==> src/rtl/led_eff_pkg.sv <==
// Shared types and constants for the LED effect sequencer.
// Used by the top level, the sequencer datapath and the port checker.
package led_eff_pkg;

  localparam int LED_COUNT = 5;

  typedef logic [LED_COUNT-1:0][7:0] led_vec_t;

  typedef enum logic [3:0] {
    MODE_TICK      = 4'd0,
    MODE_OCTAVE    = 4'd1,
    MODE_BAR       = 4'd2,
    MODE_INVBAR    = 4'd3,
    MODE_STATIC    = 4'd4,
    MODE_VALID     = 4'd5,
    MODE_CHASE     = 4'd6,
    MODE_XFADE     = 4'd7,
    MODE_WIPE      = 4'd8,
    MODE_CAL_ENTER = 4'd9,
    MODE_CAL_EXIT  = 4'd10
  } mode_t;

  typedef enum logic [1:0] {
    BG_BREATHE = 2'd0,
    BG_STATIC  = 2'd1,
    BG_NONE    = 2'd2
  } bg_kind_t;

  typedef enum logic [2:0] {
    FX_NONE   = 3'd0,
    FX_VALID  = 3'd1,
    FX_CHASE  = 3'd2,
    FX_BAR    = 3'd3,
    FX_INVBAR = 3'd4,
    FX_XFADE  = 3'd5,
    FX_WIPE   = 3'd6
  } fx_t;

  typedef enum logic [2:0] {
    JOB_BREATHE = 3'd0,
    JOB_BLINK   = 3'd1,
    JOB_XFADE   = 3'd2,
    JOB_VALID   = 3'd3,
    JOB_CHASE   = 3'd4,
    JOB_WIPE    = 3'd5
  } job_t;

  typedef enum logic [3:0] {
    S_IDLE  = 4'd0,
    S_START = 4'd1,
    S_EVAL  = 4'd2,
    S_BG    = 4'd3,
    S_DIV1  = 4'd4,
    S_DIV2  = 4'd5,
    S_SINE  = 4'd6,
    S_MUL1  = 4'd7,
    S_MUL2  = 4'd8,
    S_EMIT  = 4'd9
  } seq_state_t;

  typedef enum logic [2:0] {
    CFG_MIN_VISIBLE   = 3'd0,
    CFG_BAR_EXPIRY    = 3'd1,
    CFG_BAR_RENDER    = 3'd2,
    CFG_BLINK_PERIOD  = 3'd3,
    CFG_BREATHE_FLOOR = 3'd4
  } cfg_idx_t;

  localparam logic [15:0] MIN_VISIBLE_RST    = 16'd150;
  localparam logic [15:0] BAR_EXPIRY_RST     = 16'd1000;
  localparam logic [15:0] BAR_RENDER_RST     = 16'd30;
  localparam logic [15:0] BLINK_PERIOD_RST   = 16'd150;
  localparam logic [15:0] BREATHE_PERIOD_RST = 16'd2000;
  localparam logic [2:0]  OCTAVE_LED_RST     = 3'd2;
  localparam logic [7:0]  LEVEL_FULL         = 8'd255;
  localparam logic [6:0]  PCT_MAX            = 7'd100;

  // Bargraph LED brightness: full when the level covers the LED, partial
  // r*255/100 inside it (reciprocal multiply, exact for r below 100).
  function automatic logic [7:0] bar_led(input logic [6:0] pct, input logic [2:0] idx);
    logic [8:0]  lit;
    logic [8:0]  base;
    logic [6:0]  rr;
    logic [30:0] scaled;
    logic [7:0]  res;
    lit    = 9'(pct) * 9'd5;
    base   = 9'(idx) * 9'd100;
    rr     = '0;
    scaled = '0;
    res    = '0;
    if (lit >= base + 9'd100) begin
      res = LEVEL_FULL;
    end else if (lit > base) begin
      rr     = 7'(lit - base);
      scaled = 31'(rr) * 31'd10695720;
      res    = scaled[29:22];
    end
    return res;
  endfunction

endpackage

==> src/rtl/led_eff_div.sv <==
// Restoring divider, 32-bit dividend by 16-bit divisor, one quotient bit
// per cycle. Stand-alone; no package dependency.
module led_eff_div (
  input  logic        clk,
  input  logic        rst_n,
  input  logic        start,
  input  logic [31:0] dividend,
  input  logic [15:0] divisor,
  output logic        done,
  output logic [31:0] quot,
  output logic [15:0] rem
);

  localparam int DIV_BITS = 32;
  localparam int CNT_W    = $clog2(DIV_BITS + 1);

  logic [31:0]      quot_r, quot_nxt;
  logic [15:0]      rem_r, rem_nxt;
  logic [15:0]      dvs_r, dvs_nxt;
  logic [CNT_W-1:0] cnt_r, cnt_nxt;
  logic             busy_r, busy_nxt;
  logic             done_r, done_nxt;
  logic [16:0]      trial;
  logic [16:0]      diff;
  logic             ge;

  assign trial = {rem_r, quot_r[31]};
  assign diff  = trial - {1'b0, dvs_r};
  assign ge    = trial >= {1'b0, dvs_r};

  always_comb begin
    quot_nxt = quot_r;
    rem_nxt  = rem_r;
    dvs_nxt  = dvs_r;
    cnt_nxt  = cnt_r;
    busy_nxt = busy_r;
    done_nxt = 1'b0;
    if (start) begin
      quot_nxt = dividend;
      rem_nxt  = '0;
      dvs_nxt  = divisor;
      cnt_nxt  = CNT_W'(DIV_BITS);
      busy_nxt = 1'b1;
    end else if (busy_r) begin
      quot_nxt = {quot_r[30:0], ge};
      rem_nxt  = ge ? diff[15:0] : trial[15:0];
      cnt_nxt  = cnt_r - 1'b1;
      if (cnt_r == CNT_W'(1)) begin
        busy_nxt = 1'b0;
        done_nxt = 1'b1;
      end
    end
  end

  always_ff @(posedge clk) begin
    if (!rst_n) begin
      cnt_r  <= '0;
      busy_r <= 1'b0;
      done_r <= 1'b0;
    end else begin
      cnt_r  <= cnt_nxt;
      busy_r <= busy_nxt;
      done_r <= done_nxt;
    end
  end

  always_ff @(posedge clk) begin
    quot_r <= quot_nxt;
    rem_r  <= rem_nxt;
    dvs_r  <= dvs_nxt;
  end

  assign done = done_r;
  assign quot = quot_r;
  assign rem  = rem_r;

endmodule

==> src/rtl/led_eff_sine.sv <==
// Q1.15 sine ROM, SINE_DEPTH entries over one full turn, registered read.
// Entries are built at elaboration from an odd polynomial on the quarter wave.
module led_eff_sine #(
  parameter int SINE_DEPTH = 256
) (
  input  logic                          clk,
  input  logic [$clog2(SINE_DEPTH)-1:0] addr,
  output logic signed [15:0]            data
);

  localparam logic [63:0] Q30_ONE     = 64'd1073741824;
  localparam logic [63:0] HALF_PI_Q30 = 64'd1686629713;

  function automatic logic [15:0] sine_entry(input int unsigned k);
    logic [63:0] n;
    logic [63:0] u;
    logic [63:0] a;
    logic [63:0] x;
    logic [63:0] x2;
    logic [63:0] t;
    logic [63:0] s;
    logic [63:0] q;
    logic        neg;
    n   = 64'(SINE_DEPTH);
    u   = 64'(k) * 64'd4;
    neg = 1'b0;
    if (u < n) begin
      a = u;
    end else if (u < 2 * n) begin
      a = 2 * n - u;
    end else if (u < 3 * n) begin
      a   = u - 2 * n;
      neg = 1'b1;
    end else begin
      a   = 4 * n - u;
      neg = 1'b1;
    end
    x  = a * HALF_PI_Q30 / 64'(SINE_DEPTH);
    x2 = (x * x) >> 30;
    t  = Q30_ONE - x2 / 64'd72;
    t  = Q30_ONE - ((x2 * t) >> 30) / 64'd42;
    t  = Q30_ONE - ((x2 * t) >> 30) / 64'd20;
    t  = Q30_ONE - ((x2 * t) >> 30) / 64'd6;
    s  = (x * t) >> 30;
    q  = (s + 64'd16384) >> 15;
    if (q > 64'd32767) q = 64'd32767;
    return neg ? 16'(64'd0 - q) : q[15:0];
  endfunction

  logic signed [15:0] tab [SINE_DEPTH];

  for (genvar k = 0; k < SINE_DEPTH; k++) begin : g_tab
    assign tab[k] = sine_entry(k);
  end

  always_ff @(posedge clk) begin
    data <= tab[addr];
  end

endmodule

==> src/rtl/led_effect_sequencer.sv <==
// Top level of the LED effect sequencer: state, sequencer and datapath.
// Depends on led_eff_pkg, led_eff_div and led_eff_sine.
//
//  channel | handshake            | payload
//  --------+----------------------+---------------------------------------------
//  in      | in_valid / in_stall  | mode, now_ms, octave, period_ms, repeats,...
//  out     | out_valid / out_stall| led_0 .. led_4
//  cfg     | cfg_valid / cfg_ready| cfg_index (register), cfg_data
//
// Commands other than a tick are applied on acceptance; the two that return
// LED values (calibration entry, static in calibration) go on to S_EMIT.
// A tick uses no divider for bargraph and plain backgrounds, one pass of the
// shared 32-step divider for blink, validation, chase and wipe, and for breathe
// and crossfade up to two passes, a ROM read and one or two multiplies.
// Reset is synchronous; no clearing pass. A waiting result holds the output
// register while the block already accepts the next request.
module led_effect_sequencer
  import led_eff_pkg::*;
#(
  parameter int SINE_DEPTH = 256
) (
  input  logic               clk,
  input  logic               rst_n,
  input  logic               in_valid,
  output logic               in_stall,
  input  logic [3:0]         in_mode,
  input  logic [31:0]        in_now_ms,
  input  logic signed [3:0]  in_octave,
  input  logic [15:0]        in_period_ms,
  input  logic [7:0]         in_repeats,
  input  logic [7:0]         in_percent,
  input  logic [4:0]         in_pattern,
  input  logic               in_blink,
  input  logic [7:0]         in_level,
  output logic               out_valid,
  input  logic               out_stall,
  output logic [7:0]         out_led_0,
  output logic [7:0]         out_led_1,
  output logic [7:0]         out_led_2,
  output logic [7:0]         out_led_3,
  output logic [7:0]         out_led_4,
  input  logic               cfg_valid,
  output logic               cfg_ready,
  input  logic [2:0]         cfg_index,
  input  logic [15:0]        cfg_data
);

  localparam int SINE_AW = $clog2(SINE_DEPTH);

  seq_state_t state_r, state_nxt;

  // configuration
  logic [15:0] min_visible_r, min_visible_nxt;
  logic [15:0] bar_expiry_r, bar_expiry_nxt;
  logic [15:0] bar_render_r, bar_render_nxt;
  logic [15:0] blink_period_r, blink_period_nxt;
  logic [7:0]  breathe_floor_r, breathe_floor_nxt;

  // engine state
  logic        cal_r, cal_nxt;
  bg_kind_t    bg_kind_r, bg_kind_nxt;
  fx_t         active_r, active_nxt;
  fx_t         pending_r, pending_nxt;
  logic [15:0] pend_period_r, pend_period_nxt;
  logic [7:0]  pend_repeats_r, pend_repeats_nxt;
  logic [6:0]  pend_percent_r, pend_percent_nxt;
  logic [15:0] eff_period_r, eff_period_nxt;
  logic [7:0]  eff_repeats_r, eff_repeats_nxt;
  logic [6:0]  bar_percent_r, bar_percent_nxt;
  logic [31:0] eff_start_r, eff_start_nxt;
  logic [31:0] visible_until_r, visible_until_nxt;
  logic [31:0] bar_last_update_r, bar_last_update_nxt;
  logic [31:0] bar_last_render_r, bar_last_render_nxt;
  logic [2:0]  octave_led_r, octave_led_nxt;
  logic [15:0] breathe_period_r, breathe_period_nxt;
  logic [4:0]  static_pattern_r, static_pattern_nxt;
  logic        static_blink_r, static_blink_nxt;
  logic [7:0]  static_level_r, static_level_nxt;
  logic [31:0] bg_start_r, bg_start_nxt;
  logic        out_valid_r, out_valid_nxt;

  // per-request work registers
  logic [31:0]        now_r, now_nxt;
  job_t               job_r, job_nxt;
  logic [15:0]        per_r, per_nxt;
  logic [SINE_AW-1:0] addr_r, addr_nxt;
  logic [31:0]        prod_r, prod_nxt;
  led_vec_t           leds_r, leds_nxt;
  led_vec_t           out_led_r, out_led_nxt;

  // shared divider
  logic        div_start;
  logic [31:0] div_dividend;
  logic [15:0] div_divisor;
  logic        div_done;
  logic [31:0] div_quot;
  logic [15:0] div_rem;

  logic signed [15:0] sine_q;
  logic [15:0]        wave_h;

  logic        in_acc;
  logic        cfg_acc;
  logic [31:0] el_fx;
  logic [31:0] el_bg;
  logic [23:0] rep_span;
  logic [31:0] fx_limit;
  logic        fx_timed_done;
  logic        pend_is_bar;
  logic        act_is_bar;
  logic        start_fx;
  logic        bar_expired;
  logic        bar_hold;
  logic [6:0]  bar_pct;
  logic [2:0]  inv_off;
  logic signed [4:0] oct_s;
  logic [2:0]  oct_led;
  logic [6:0]  pct_sat;
  logic [2:0]  chase_s;
  logic [2:0]  chase_idx;
  logic [9:0]  wipe_q;
  logic [19:0] wipe_w;
  logic [9:0]  wipe_third;
  logic [1:0]  wipe_s;
  logic [15:0] mul_b;
  logic [7:0]  span;
  logic [39:0] prod2;
  logic [7:0]  fade_a;

  led_eff_div u_div (
    .clk      (clk),
    .rst_n    (rst_n),
    .start    (div_start),
    .dividend (div_dividend),
    .divisor  (div_divisor),
    .done     (div_done),
    .quot     (div_quot),
    .rem      (div_rem)
  );

  led_eff_sine #(.SINE_DEPTH(SINE_DEPTH)) u_sine (
    .clk  (clk),
    .addr (addr_r),
    .data (sine_q)
  );

  assign in_acc    = in_valid && !in_stall;
  assign cfg_ready = 1'b1;
  assign cfg_acc   = cfg_valid && cfg_ready;
  assign in_stall  = (state_r != S_IDLE);
  assign out_valid = out_valid_r;
  assign out_led_0 = out_led_r[0];
  assign out_led_1 = out_led_r[1];
  assign out_led_2 = out_led_r[2];
  assign out_led_3 = out_led_r[3];
  assign out_led_4 = out_led_r[4];

  // command decode helpers
  assign oct_s   = $signed({in_octave[3], in_octave}) + 5'sd2;
  assign oct_led = (oct_s < 5'sd0) ? 3'd0 :
                   (oct_s > 5'sd4) ? 3'd4 : oct_s[2:0];
  assign pct_sat = (in_percent > 8'(PCT_MAX)) ? PCT_MAX : in_percent[6:0];

  // tick decisions
  assign el_fx    = now_r - eff_start_r;
  assign el_bg    = now_r - bg_start_r;
  assign rep_span = 24'(eff_repeats_r) * 24'(eff_period_r);

  always_comb begin
    case (active_r)
      FX_VALID, FX_XFADE: fx_limit = 32'(rep_span);
      FX_CHASE:           fx_limit = {5'd0, rep_span, 3'd0};
      FX_WIPE:            fx_limit = {7'd0, rep_span, 1'b0} + 32'(rep_span);
      default:            fx_limit = '0;
    endcase
  end

  assign fx_timed_done = el_fx >= fx_limit;
  assign pend_is_bar   = (pending_r == FX_BAR) || (pending_r == FX_INVBAR);
  assign act_is_bar    = (active_r == FX_BAR) || (active_r == FX_INVBAR);
  assign start_fx      = (pending_r != FX_NONE) && !(pend_is_bar && act_is_bar) &&
                         (now_r >= visible_until_r);
  assign bar_expired   = (now_r - bar_last_update_r) > 32'(bar_expiry_r);
  assign bar_hold      = (now_r - bar_last_render_r) < 32'(bar_render_r);
  assign bar_pct       = pend_is_bar ? pend_percent_r : bar_percent_r;
  assign inv_off       = (bar_pct >= 7'd80) ? 3'd4 :
                         (bar_pct >= 7'd60) ? 3'd3 :
                         (bar_pct >= 7'd40) ? 3'd2 :
                         (bar_pct >= 7'd20) ? 3'd1 : 3'd0;

  // chase bounces over eight steps; wipe step is quotient mod three
  assign chase_s    = div_quot[2:0];
  assign chase_idx  = (chase_s < 3'd5) ? chase_s : 3'(4'd8 - 4'(chase_s));
  assign wipe_q     = div_quot[9:0];
  assign wipe_w     = 20'(wipe_q) * 20'd683;
  assign wipe_third = 10'(wipe_w >> 11);
  assign wipe_s     = 2'(wipe_q - wipe_third * 10'd3);

  assign wave_h = sine_q ^ 16'sh8000;
  assign mul_b  = (job_r == JOB_BREATHE) ? wave_h : 16'(LEVEL_FULL);
  assign span   = LEVEL_FULL - breathe_floor_r;
  assign prod2  = 40'(prod_r) * 40'(span);
  assign fade_a = prod_r[23:16];

  // next state
  always_comb begin
    state_nxt = state_r;
    case (state_r)
      S_IDLE: begin
        if (in_acc) begin
          case (mode_t'(in_mode))
            MODE_TICK:      state_nxt = S_START;
            MODE_CAL_ENTER: state_nxt = S_EMIT;
            MODE_STATIC:    state_nxt = cal_r ? S_EMIT : S_IDLE;
            default:        state_nxt = S_IDLE;
          endcase
        end
      end
      S_START: state_nxt = S_EVAL;
      S_EVAL: begin
        case (active_r)
          FX_VALID, FX_CHASE, FX_XFADE, FX_WIPE:
            state_nxt = fx_timed_done ? S_BG : S_DIV1;
          FX_BAR, FX_INVBAR:
            state_nxt = bar_expired ? S_BG : (bar_hold ? S_IDLE : S_EMIT);
          default: state_nxt = S_BG;
        endcase
      end
      S_BG: begin
        case (bg_kind_r)
          BG_BREATHE: state_nxt = (breathe_period_r == 16'd0) ? S_SINE : S_DIV1;
          BG_STATIC:  state_nxt = (static_blink_r && blink_period_r != 16'd0) ? S_DIV1
                                                                             : S_EMIT;
          default:    state_nxt = S_EMIT;
        endcase
      end
      S_DIV1: begin
        if (div_done) begin
          state_nxt = (job_r == JOB_BREATHE || job_r == JOB_XFADE) ? S_DIV2 : S_EMIT;
        end
      end
      S_DIV2: if (div_done) state_nxt = S_SINE;
      S_SINE: state_nxt = S_MUL1;
      S_MUL1: state_nxt = S_MUL2;
      S_MUL2: state_nxt = S_EMIT;
      S_EMIT: if (!out_valid_r || !out_stall) state_nxt = S_IDLE;
      default: state_nxt = S_IDLE;
    endcase
  end

  // datapath and register updates
  always_comb begin
    min_visible_nxt     = min_visible_r;
    bar_expiry_nxt      = bar_expiry_r;
    bar_render_nxt      = bar_render_r;
    blink_period_nxt    = blink_period_r;
    breathe_floor_nxt   = breathe_floor_r;
    cal_nxt             = cal_r;
    bg_kind_nxt         = bg_kind_r;
    active_nxt          = active_r;
    pending_nxt         = pending_r;
    pend_period_nxt     = pend_period_r;
    pend_repeats_nxt    = pend_repeats_r;
    pend_percent_nxt    = pend_percent_r;
    eff_period_nxt      = eff_period_r;
    eff_repeats_nxt     = eff_repeats_r;
    bar_percent_nxt     = bar_percent_r;
    eff_start_nxt       = eff_start_r;
    visible_until_nxt   = visible_until_r;
    bar_last_update_nxt = bar_last_update_r;
    bar_last_render_nxt = bar_last_render_r;
    octave_led_nxt      = octave_led_r;
    breathe_period_nxt  = breathe_period_r;
    static_pattern_nxt  = static_pattern_r;
    static_blink_nxt    = static_blink_r;
    static_level_nxt    = static_level_r;
    bg_start_nxt        = bg_start_r;
    now_nxt             = now_r;
    job_nxt             = job_r;
    per_nxt             = per_r;
    addr_nxt            = addr_r;
    prod_nxt            = prod_r;
    leds_nxt            = leds_r;
    out_led_nxt         = out_led_r;
    out_valid_nxt       = out_valid_r && out_stall;
    div_start           = 1'b0;
    div_dividend        = el_fx;
    div_divisor         = eff_period_r;

    if (cfg_acc) begin
      case (cfg_idx_t'(cfg_index))
        CFG_MIN_VISIBLE:   min_visible_nxt   = cfg_data;
        CFG_BAR_EXPIRY:    bar_expiry_nxt    = cfg_data;
        CFG_BAR_RENDER:    bar_render_nxt    = cfg_data;
        CFG_BLINK_PERIOD:  blink_period_nxt  = cfg_data;
        CFG_BREATHE_FLOOR: breathe_floor_nxt = cfg_data[7:0];
        default: ;
      endcase
    end

    case (state_r)
      S_IDLE: begin
        if (in_acc) begin
          now_nxt = in_now_ms;
          case (mode_t'(in_mode))
            MODE_OCTAVE: begin
              if (!cal_r) begin
                bg_kind_nxt        = BG_BREATHE;
                octave_led_nxt     = oct_led;
                breathe_period_nxt = in_period_ms;
                bg_start_nxt       = in_now_ms;
              end
            end
            MODE_BAR, MODE_INVBAR: begin
              if (!cal_r) begin
                pending_nxt      = (mode_t'(in_mode) == MODE_BAR) ? FX_BAR : FX_INVBAR;
                pend_percent_nxt = pct_sat;
              end
            end
            MODE_STATIC: begin
              if (cal_r) begin
                for (int i = 0; i < LED_COUNT; i++) begin
                  leds_nxt[i] = in_pattern[i] ? in_level : 8'd0;
                end
              end else begin
                bg_kind_nxt        = BG_STATIC;
                static_pattern_nxt = in_pattern;
                static_blink_nxt   = in_blink;
                static_level_nxt   = in_level;
                bg_start_nxt       = in_now_ms;
              end
            end
            MODE_VALID, MODE_CHASE, MODE_XFADE, MODE_WIPE: begin
              case (mode_t'(in_mode))
                MODE_VALID: pending_nxt = FX_VALID;
                MODE_CHASE: pending_nxt = FX_CHASE;
                MODE_XFADE: pending_nxt = FX_XFADE;
                default:    pending_nxt = FX_WIPE;
              endcase
              pend_period_nxt  = in_period_ms;
              pend_repeats_nxt = in_repeats;
            end
            MODE_CAL_ENTER: begin
              cal_nxt     = 1'b1;
              active_nxt  = FX_NONE;
              pending_nxt = FX_NONE;
              bg_kind_nxt = BG_NONE;
              leds_nxt    = '0;
            end
            MODE_CAL_EXIT: begin
              cal_nxt      = 1'b0;
              active_nxt   = FX_NONE;
              pending_nxt  = FX_NONE;
              bg_kind_nxt  = BG_BREATHE;
              bg_start_nxt = in_now_ms;
            end
            default: ;
          endcase
        end
      end

      S_START: begin
        if (start_fx) begin
          active_nxt        = pending_r;
          pending_nxt       = FX_NONE;
          eff_start_nxt     = now_r;
          visible_until_nxt = now_r + 32'(min_visible_r);
          eff_period_nxt    = pend_period_r;
          eff_repeats_nxt   = pend_repeats_r;
          if (pend_is_bar) begin
            bar_percent_nxt     = pend_percent_r;
            bar_last_update_nxt = now_r;
            bar_last_render_nxt = '0;
          end
        end
      end

      S_EVAL: begin
        case (active_r)
          FX_VALID, FX_CHASE, FX_XFADE, FX_WIPE: begin
            if (fx_timed_done) begin
              active_nxt = FX_NONE;
            end else begin
              div_start    = 1'b1;
              div_dividend = el_fx;
              div_divisor  = eff_period_r;
              per_nxt      = eff_period_r;
              case (active_r)
                FX_VALID: job_nxt = JOB_VALID;
                FX_CHASE: job_nxt = JOB_CHASE;
                FX_XFADE: job_nxt = JOB_XFADE;
                default:  job_nxt = JOB_WIPE;
              endcase
            end
          end
          FX_BAR, FX_INVBAR: begin
            if (bar_expired) begin
              active_nxt = FX_NONE;
            end else begin
              // refresh in place
              if (pend_is_bar) begin
                bar_percent_nxt     = pend_percent_r;
                bar_last_update_nxt = now_r;
                pending_nxt         = FX_NONE;
              end
              if (!bar_hold) begin
                bar_last_render_nxt = now_r;
                for (int i = 0; i < LED_COUNT; i++) begin
                  if (active_r == FX_BAR) begin
                    leds_nxt[i] = bar_led(bar_pct, 3'(i));
                  end else begin
                    leds_nxt[i] = (inv_off == 3'(i)) ? 8'd0 : LEVEL_FULL;
                  end
                end
              end
            end
          end
          default: active_nxt = FX_NONE;
        endcase
      end

      S_BG: begin
        leds_nxt     = '0;
        div_dividend = el_bg;
        case (bg_kind_r)
          BG_BREATHE: begin
            job_nxt = JOB_BREATHE;
            if (breathe_period_r == 16'd0) begin
              addr_nxt = '0;
            end else begin
              div_start   = 1'b1;
              div_divisor = breathe_period_r;
              per_nxt     = breathe_period_r;
            end
          end
          BG_STATIC: begin
            if (!static_blink_r) begin
              for (int i = 0; i < LED_COUNT; i++) begin
                leds_nxt[i] = static_pattern_r[i] ? static_level_r : 8'd0;
              end
            end else if (blink_period_r != 16'd0) begin
              job_nxt     = JOB_BLINK;
              div_start   = 1'b1;
              div_divisor = blink_period_r;
              per_nxt     = blink_period_r;
            end
          end
          default: ;
        endcase
      end

      S_DIV1: begin
        if (div_done) begin
          leds_nxt = '0;
          case (job_r)
            JOB_VALID: begin
              if (div_rem < (per_r >> 1)) begin
                leds_nxt[1] = LEVEL_FULL;
                leds_nxt[2] = LEVEL_FULL;
                leds_nxt[3] = LEVEL_FULL;
              end
            end
            JOB_CHASE: leds_nxt[chase_idx] = LEVEL_FULL;
            JOB_WIPE: begin
              case (wipe_s)
                2'd0: begin
                  leds_nxt[0] = LEVEL_FULL;
                  leds_nxt[4] = LEVEL_FULL;
                end
                2'd1: begin
                  leds_nxt[1] = LEVEL_FULL;
                  leds_nxt[3] = LEVEL_FULL;
                end
                default: leds_nxt[2] = LEVEL_FULL;
              endcase
            end
            JOB_BLINK: begin
              if (div_rem < (per_r >> 1)) begin
                for (int i = 0; i < LED_COUNT; i++) begin
                  leds_nxt[i] = static_pattern_r[i] ? static_level_r : 8'd0;
                end
              end
            end
            default: begin
              // phase = remainder * depth / period
              div_start    = 1'b1;
              div_dividend = 32'(div_rem) * 32'(SINE_DEPTH);
              div_divisor  = per_r;
            end
          endcase
        end
      end

      S_DIV2: if (div_done) addr_nxt = div_quot[SINE_AW-1:0];

      S_MUL1: prod_nxt = 32'(wave_h) * 32'(mul_b);

      S_MUL2: begin
        leds_nxt = '0;
        if (job_r == JOB_BREATHE) begin
          leds_nxt[octave_led_r] = breathe_floor_r + prod2[39:32];
        end else begin
          leds_nxt[0] = fade_a;
          leds_nxt[4] = LEVEL_FULL - fade_a;
        end
      end

      S_EMIT: begin
        if (!out_valid_r || !out_stall) begin
          out_valid_nxt = 1'b1;
          out_led_nxt   = leds_r;
        end
      end

      default: ;
    endcase
  end

  always_ff @(posedge clk) begin
    if (!rst_n) begin
      state_r           <= S_IDLE;
      min_visible_r     <= MIN_VISIBLE_RST;
      bar_expiry_r      <= BAR_EXPIRY_RST;
      bar_render_r      <= BAR_RENDER_RST;
      blink_period_r    <= BLINK_PERIOD_RST;
      breathe_floor_r   <= '0;
      cal_r             <= 1'b0;
      bg_kind_r         <= BG_BREATHE;
      active_r          <= FX_NONE;
      pending_r         <= FX_NONE;
      pend_period_r     <= '0;
      pend_repeats_r    <= '0;
      pend_percent_r    <= '0;
      eff_period_r      <= '0;
      eff_repeats_r     <= '0;
      bar_percent_r     <= '0;
      eff_start_r       <= '0;
      visible_until_r   <= '0;
      bar_last_update_r <= '0;
      bar_last_render_r <= '0;
      octave_led_r      <= OCTAVE_LED_RST;
      breathe_period_r  <= BREATHE_PERIOD_RST;
      static_pattern_r  <= '0;
      static_blink_r    <= 1'b0;
      static_level_r    <= LEVEL_FULL;
      bg_start_r        <= '0;
      out_valid_r       <= 1'b0;
    end else begin
      state_r           <= state_nxt;
      min_visible_r     <= min_visible_nxt;
      bar_expiry_r      <= bar_expiry_nxt;
      bar_render_r      <= bar_render_nxt;
      blink_period_r    <= blink_period_nxt;
      breathe_floor_r   <= breathe_floor_nxt;
      cal_r             <= cal_nxt;
      bg_kind_r         <= bg_kind_nxt;
      active_r          <= active_nxt;
      pending_r         <= pending_nxt;
      pend_period_r     <= pend_period_nxt;
      pend_repeats_r    <= pend_repeats_nxt;
      pend_percent_r    <= pend_percent_nxt;
      eff_period_r      <= eff_period_nxt;
      eff_repeats_r     <= eff_repeats_nxt;
      bar_percent_r     <= bar_percent_nxt;
      eff_start_r       <= eff_start_nxt;
      visible_until_r   <= visible_until_nxt;
      bar_last_update_r <= bar_last_update_nxt;
      bar_last_render_r <= bar_last_render_nxt;
      octave_led_r      <= octave_led_nxt;
      breathe_period_r  <= breathe_period_nxt;
      static_pattern_r  <= static_pattern_nxt;
      static_blink_r    <= static_blink_nxt;
      static_level_r    <= static_level_nxt;
      bg_start_r        <= bg_start_nxt;
      out_valid_r       <= out_valid_nxt;
    end
  end

  always_ff @(posedge clk) begin
    now_r     <= now_nxt;
    job_r     <= job_nxt;
    per_r     <= per_nxt;
    addr_r    <= addr_nxt;
    prod_r    <= prod_nxt;
    leds_r    <= leds_nxt;
    out_led_r <= out_led_nxt;
  end

endmodule

==> config.mk <==
export PLATFORM = sky130hd
export DESIGN_NAME = led_effect_sequencer
export DESIGN_NICKNAME = d
export VERILOG_FILES = /design/src/rtl/led_eff_pkg.sv /design/src/rtl/led_eff_div.sv /design/src/rtl/led_eff_sine.sv /design/src/rtl/led_effect_sequencer.sv
export SDC_FILE = /design/constraint.sdc
export NUM_CORES = 2
export LEC_CHECK = 0
export BUFFER_PORTS_ARGS = -buffer_cell sky130_fd_sc_hd__buf_2
export CAP_MARGIN = 20
export CORE_MARGIN = 2
export CORE_UTILIZATION = 45
export DETAILED_ROUTE_END_ITERATION = 12
export HOLD_SLACK_MARGIN = 0.15
export PLACE_DENSITY = 0.69
export SYNTH_ARGS = -nofsm -noshare
export SYNTH_HDL_FRONTEND = slang
export SYNTH_SLANG_ARGS = --single-unit
==> constraint.sdc <==
create_clock -name clk -period 13.2 [get_ports clk]
set_input_delay 1.32 -clock clk [delete_from_list [all_inputs] [get_ports clk]]
set_output_delay 1.32 -clock clk [all_outputs]
set_load 0.1 [all_outputs]
======== After elaboration in Yosys (flattened, before gate mapping) ========
Memory sizes are Yosys's and may differ from the RTL's. A register that Yosys moved wholly into a read port is not among the register bits.
Index checks and enable logic that the tools add are counted.
cells by class
  $add $sub $neg .......................... 18
  multiply operators ...................... 11
  $lt $le $gt $ge ......................... 28
  equal/unequal tests ..................... 71
  multiplexer cells ....................... 167
  bitwise operators ....................... 6
  reductions and logical operators ........ 71
operator list
  cell                                                count
  two-way mux 32 bit                                  14
  two-way mux 40 bit                                  9
  two-way mux 8 bit                                   40
  one-hot mux 32 bit (2 select lines)                 4
  one-hot mux 40 bit (5 select lines)                 1
  two-way mux 16 bit                                  12
  multiplier 7 x 21 -> 27 bit, second input constant  5
  one-hot mux 16 bit (2 select lines)                 4
  subtractor 32 bit                                   4
  one-hot mux 24 bit (4 select lines)                 1
  one-hot mux 27 bit (3 select lines)                 1
  one-hot mux 40 bit (2 select lines)                 1
  >= comparator 32 bit                                2
  two-way mux 3 bit                                   21
  demux 8 bit (select 3 bit)                          2
  two-way mux 24 bit                                  2
  one-hot mux 8 bit (3 select lines)                  2
  one-hot mux 3 bit (3 select lines)                  5
  AND 40 bit                                          1
  multiplier 32 x 8 -> 40 bit                         1
  one-hot mux 4 bit (10 select lines)                 1
  two-way mux 4 bit                                   9
  two-way mux 7 bit                                   5
  adder 32 x 16 -> 32 bit                             1
  86 further kinds                                    224
storage, ports and cells
  register bits ........................... 584
  ROM bits ................................ 4,096
  input port bits ......................... 110
  output and inout bits ................... 43
  logic and storage cells ................. 422
  memories kept ........................... 1
memory list
  name             depth  width  read ports  clocked after Yosys merged registers in  write ports  RTL line            text
  (no name shown)  256    16     1           1                                        0            led_eff_sine.sv:57  data <= tab[addr];

======== Longest topological paths before layout ========
  depth in word-level cells ............... 15
  mapped depth ............................ 43
  depth with buffers taken out ............ 39

======== Hierarchy ========
From an unflattened synthesis, not the netlist that was laid out.
unflattened totals
  cells, all modules ...................... 8,194
  area, all modules ....................... 70,470.1 um^2
by module, submodules not included
  module                instances  cells an instance  area each (um^2)  sequential area each (um^2)
  led_effect_sequencer  1          7,078              61,432.7          11,961.5
  led_eff_sine          1          784                5,287.6           320.3
  led_eff_div           1          332                3,749.8           1,921.8

======== Worst setup path after synthesis ========
Ideal clock, no wire load.
  path type ............................... reg-to-reg
  from .................................... register pending_r[0]
  to ...................................... register leds_r[39] (netlist name) (data pin)
  setup time .............................. 0.133 ns
  arrival time ............................ 9.778 ns
  required time ........................... 13.067 ns
  setup slack ............................. 3.290 ns
  stages on the path, launching flop included .. 30
  path buffers ............................ 0
  period minus slack after synthesis ...... 9.910 ns
  cell sequence ........................... dfxtp_1 or2_2 mux2i_2 mux2i_1 inv_1 ha_1 ha_1 inv_1 fa_1 xnor2_1 inv_1 ha_1 inv_1 xnor2_1 ha_1 ha_1 inv_1 fa_1 inv_1 fa_1 ha_1 a211o_1 a2111oi_0 o31ai_1 a2111oi_1 nor3_1 a2111oi_2 mux2_2 a31oi_1 a31o_2
RTL lines
  what                    RTL line                     text
  start, declared         led_effect_sequencer.sv:63   fx_t pending_r, pending_nxt;
  start signal, assigned  led_effect_sequencer.sv:558  pending_r <= pending_nxt;
  end signal, assigned    led_effect_sequencer.sv:585  leds_r <= leds_nxt;
  end, declared           led_effect_sequencer.sv:88   led_vec_t leds_r, leds_nxt;

======== Worst setup path in the final report ========
  from .................................... register eff_repeats_r[2]
  to ...................................... register u_div.dvs_r[14] (enable)
between the ends
  longest elaborated chain between the ends .. 7
RTL lines
  what                                     RTL line                     text
  start, declared                          led_effect_sequencer.sv:68   logic [7:0] eff_repeats_r, eff_repeats_nxt;
  start signal, assigned                   led_effect_sequencer.sv:563  eff_repeats_r <= eff_repeats_nxt;
  multiplier 8 x 16 -> 24 bit (*)          led_effect_sequencer.sv:167  assign rep_span = 24'(eff_repeats_r) * 24'(eff_period_r);
  adder 25 x 24 -> 26 bit                  led_effect_sequencer.sv:173  FX_WIPE: fx_limit = {7'd0, rep_span, 1'b0} + 32'(rep_span);
  one-hot mux 27 bit (3 select lines) (*)  led_effect_sequencer.sv:170  case (active_r)
  >= comparator 32 bit (*)                 led_effect_sequencer.sv:178  assign fx_timed_done = el_fx >= fx_limit;
  two-way mux 1 bit (*)                    led_effect_sequencer.sv:381  if (fx_timed_done) begin
  two-way mux 1 bit (*)                    led_effect_sequencer.sv:379  case (active_r)
  one-hot mux 1 bit (3 select lines) (*)   led_effect_sequencer.sv:301  case (state_r)
  end signal, assigned                     led_eff_div.sv:70            dvs_r <= dvs_nxt;
  end, declared                            led_eff_div.sv:19            logic [15:0] dvs_r, dvs_nxt;
Mark *: on every way between the ends. The rest lies on a longest branch, timed or not.
A chain may end at the register's enable or synchronous reset.

==> results.toml <==
[worst_setup_path]
worstSetupPathType = "flip-flop to flip-flop"
cp_num_buf_inv = 6
crit_slowest_cell = "nor4_2"
path_delay_family = "compound AO/OA/AOI/OAI gates"
end_kind = "flip-flop"
critPathArrivalTime_ns = 12.21
crit_required_ns = 13.57
crit_fanout = 43
crit_path_start_kind = "flip-flop"
max_stage_delay_ns = 0.82
worst_path_most_repeated_cell = "fa_1"
r2r-start = "eff_repeats_r[2]"
crit_start = "eff_repeats_r[2]"

[die]
row_count = 144
die_w_um = 398
die-area_mm2 = 0.159
ios = 153
initial_core_util_pct = 45.4
die_y_um = 398
coreArea_mm2 = 0.154

[synthesis]
synthArstFlopShare_pct = 0
synth_area_leaders = "fa_1, ha_1, dfxtp_1, edfxtp_1, inv_1"
yosys.area.top_type = "fa_1"
synth_cell_type_count = 102
synth_warnings = 0
synth_edf_count = 219
synth-seq-cells = 600
synth_ff_type = "dfxtp_1"
syn-num-nets = 9837
ys_seq_area_share_pct = 20.3
netlist_area_mm2 = 0.0700
synthCells = 8321
synth_top_area_share_pct = 15.6
synth.avg_cell_area_um2 = 8.41

[finish]
layout_commonest_cell = "inv_1"
instances_no_fill = 10400
fin_util_pct = 48.9
layout-drive-gt1-share_pct = 6.09
final_cell_mix = "inv_1, nand2_1, ha_1, a21oi_1, fa_1"
nFillCells = 14500
nets = 9793
syn2layout_area_growth_pct = 7.81

[power_and_ir_drop]
power.switching_uw = 1760
p_leak_uw = 0.0334
switching_share_pct = 32.2
internal-power_uw = 3710
ir_drop_mv = 0.105
p_seq_share_pct = 36.4
combinationalPowerShare_pct = 23.2
clkPwrFrac_pct = 40.4
power.density_mw_per_mm2 = 72.5

[global_routing]
antenna_found_initial = 13
grt_usage_pct = 28.6
gr-total-overflow = 0
grt_start_max_net_pins = 132
grt_pass1_vias = 61000
grt_pass1_wl_mm = 355

[place]
numPlacedInstances = 10200
gp_congestion = 1.01
dpl.hpwl_mm = 176
portBuffers = 151

[clocking]
cts-resized-gates = 0
htreeDepth = 3
cts_root_buffer = "clkbuf_16"
clock_sinks = 600
hold_buffers = 0
cts_tree = "done"
clk_latency_ns = 0.73
cts_setup_buffers = 0
clockBufferDepth = 3
path_clk_slew_ns = 0.07
numCtsBuffers = 72

[sta]
fin_skew_ns = 0.0822
rsz0062_at_grt = "false"
hold_viol_final = 0
slew_viol_final = 0
period_minus_slack_ns = 11.84
fin_crit_sh_pct = 89.7
fmax_ghz = 0.0845
fin_setup_tns_ns = 0
tightest_slew_ns = 1.18
max-slew-margin-rel_pct = 21.0
setup_viol = 0
holdWs_ns = 0.410

[drt]
wl_per_cell_um = 22.1
vias = 61700
viasPerCell = 5.95
wirelength_mm = 230
drt_iter0_markers = 5855
firstDrtPassIters = 8
drc = 0
ant_nets = 0

[min_path]
min-delay-path-class = "flip-flop to flip-flop"
hold_start = "leds_r[3]"

[run_status]
status = "finished clean"

[job]
drv_cap = 0
## per-stage QoR
stage	cell area [um2]	total power [uW]	setup slack, ns
3_5_place_dp	72800	3280	1.52
4_1_cts	75400	5490	1.44
3_3_place_gp	72800	3240	1.65
5_1_grt	75500	5710	0.616
6_report	75500	5480	1.36
2_1_floorplan	70000	2860	3.29
## sequential cells by signal (all words and copies together) (netlist names), 16 cells and up
signal and cells:
pend_period_r 16, bar_render_r 16, min_visible_r 16, u_div.dvs_r 16
bar_expiry_r 16, u_div.quot 32, bg_start_r 32, leds_r 40
now_r 32, u_div.rem 16, eff_start_r 32, eff_period_r 16
prod_r 32, blink_period_r 16, bar_last_update_r 32, breathe_period_r 16
per_r 16, visible_until_r 32, u_sine.data 16, bar_last_render_r 32
## power by group through the flow
stage	sequential [uW]	clock (uW)	combinational [uW]
finish	1990	2210	1270
global route	1990	2310	1400
CTS	1990	2240	1260
detailed placement	2030	0	1250
global placement	2030	0	1210
floorplan	2020	0	843
## layout make-up
class                      count  area (um2)  share of cell area [%]
multi-input combinational   6279       50500                    66.9
sequential                   600       14200                    18.8
inverter                    1054        3960                    5.25
tap                         2044        2560                    3.39
clock buffer                  89        1930                    2.55
timing repair buffer         270        1670                    2.21
clock inverter                43         684                   0.907
antenna                        2        5.00                 0.00663
## cells in the mapped netlist, drive strengths merged, types with 141 or more instances
library cell  count
mux2i           141
nand2           976
nor2b           172
ha              862
xnor2           188
and2            168
nand3           154
nand2b          198
fa              544
inv            1049
a21oi           614
dfxtp           381
nor2            495
o21ai           305
edfxtp          219
clkbuf          347
## per-layer routing
metal,up-vias,share of wire (%),track usage (%)
li1,28500,-,-
met1,29900,41,37.2
met2,2730,45,46.1
met3,620,8.3,4.59
met4,10,5.7,14.4
met5,-,0.036,0.182
## final timing paths
| kind | cells past startpoint | slack (ns) | endpoint |
|---|---|---|---|
| worst max-delay path | 36 | 1.36 | u_div.dvs_r[14] |
| worst min-delay path | 0 | 0.41 | out_led_0[3] |
| worst max register to register | 36 | 1.36 | u_div.dvs_r[14] |
| worst min register to register | 0 | 0.41 | out_led_0[3] |
## cell families after synthesis
family	after synthesis	synth area share, %
AO/OA/AOI/OAI	1869	17.5
other	1	0.00536
AND/OR/NAND/NOR	2560	17.4
adder cells (fa/ha/maj)	1407	31.0
buffers and inverters	1442	7.80
flip-flops	600	20.3
multiplexers	171	2.55
XOR/XNOR	271	3.45
Power figures use the tool's default switching activity.
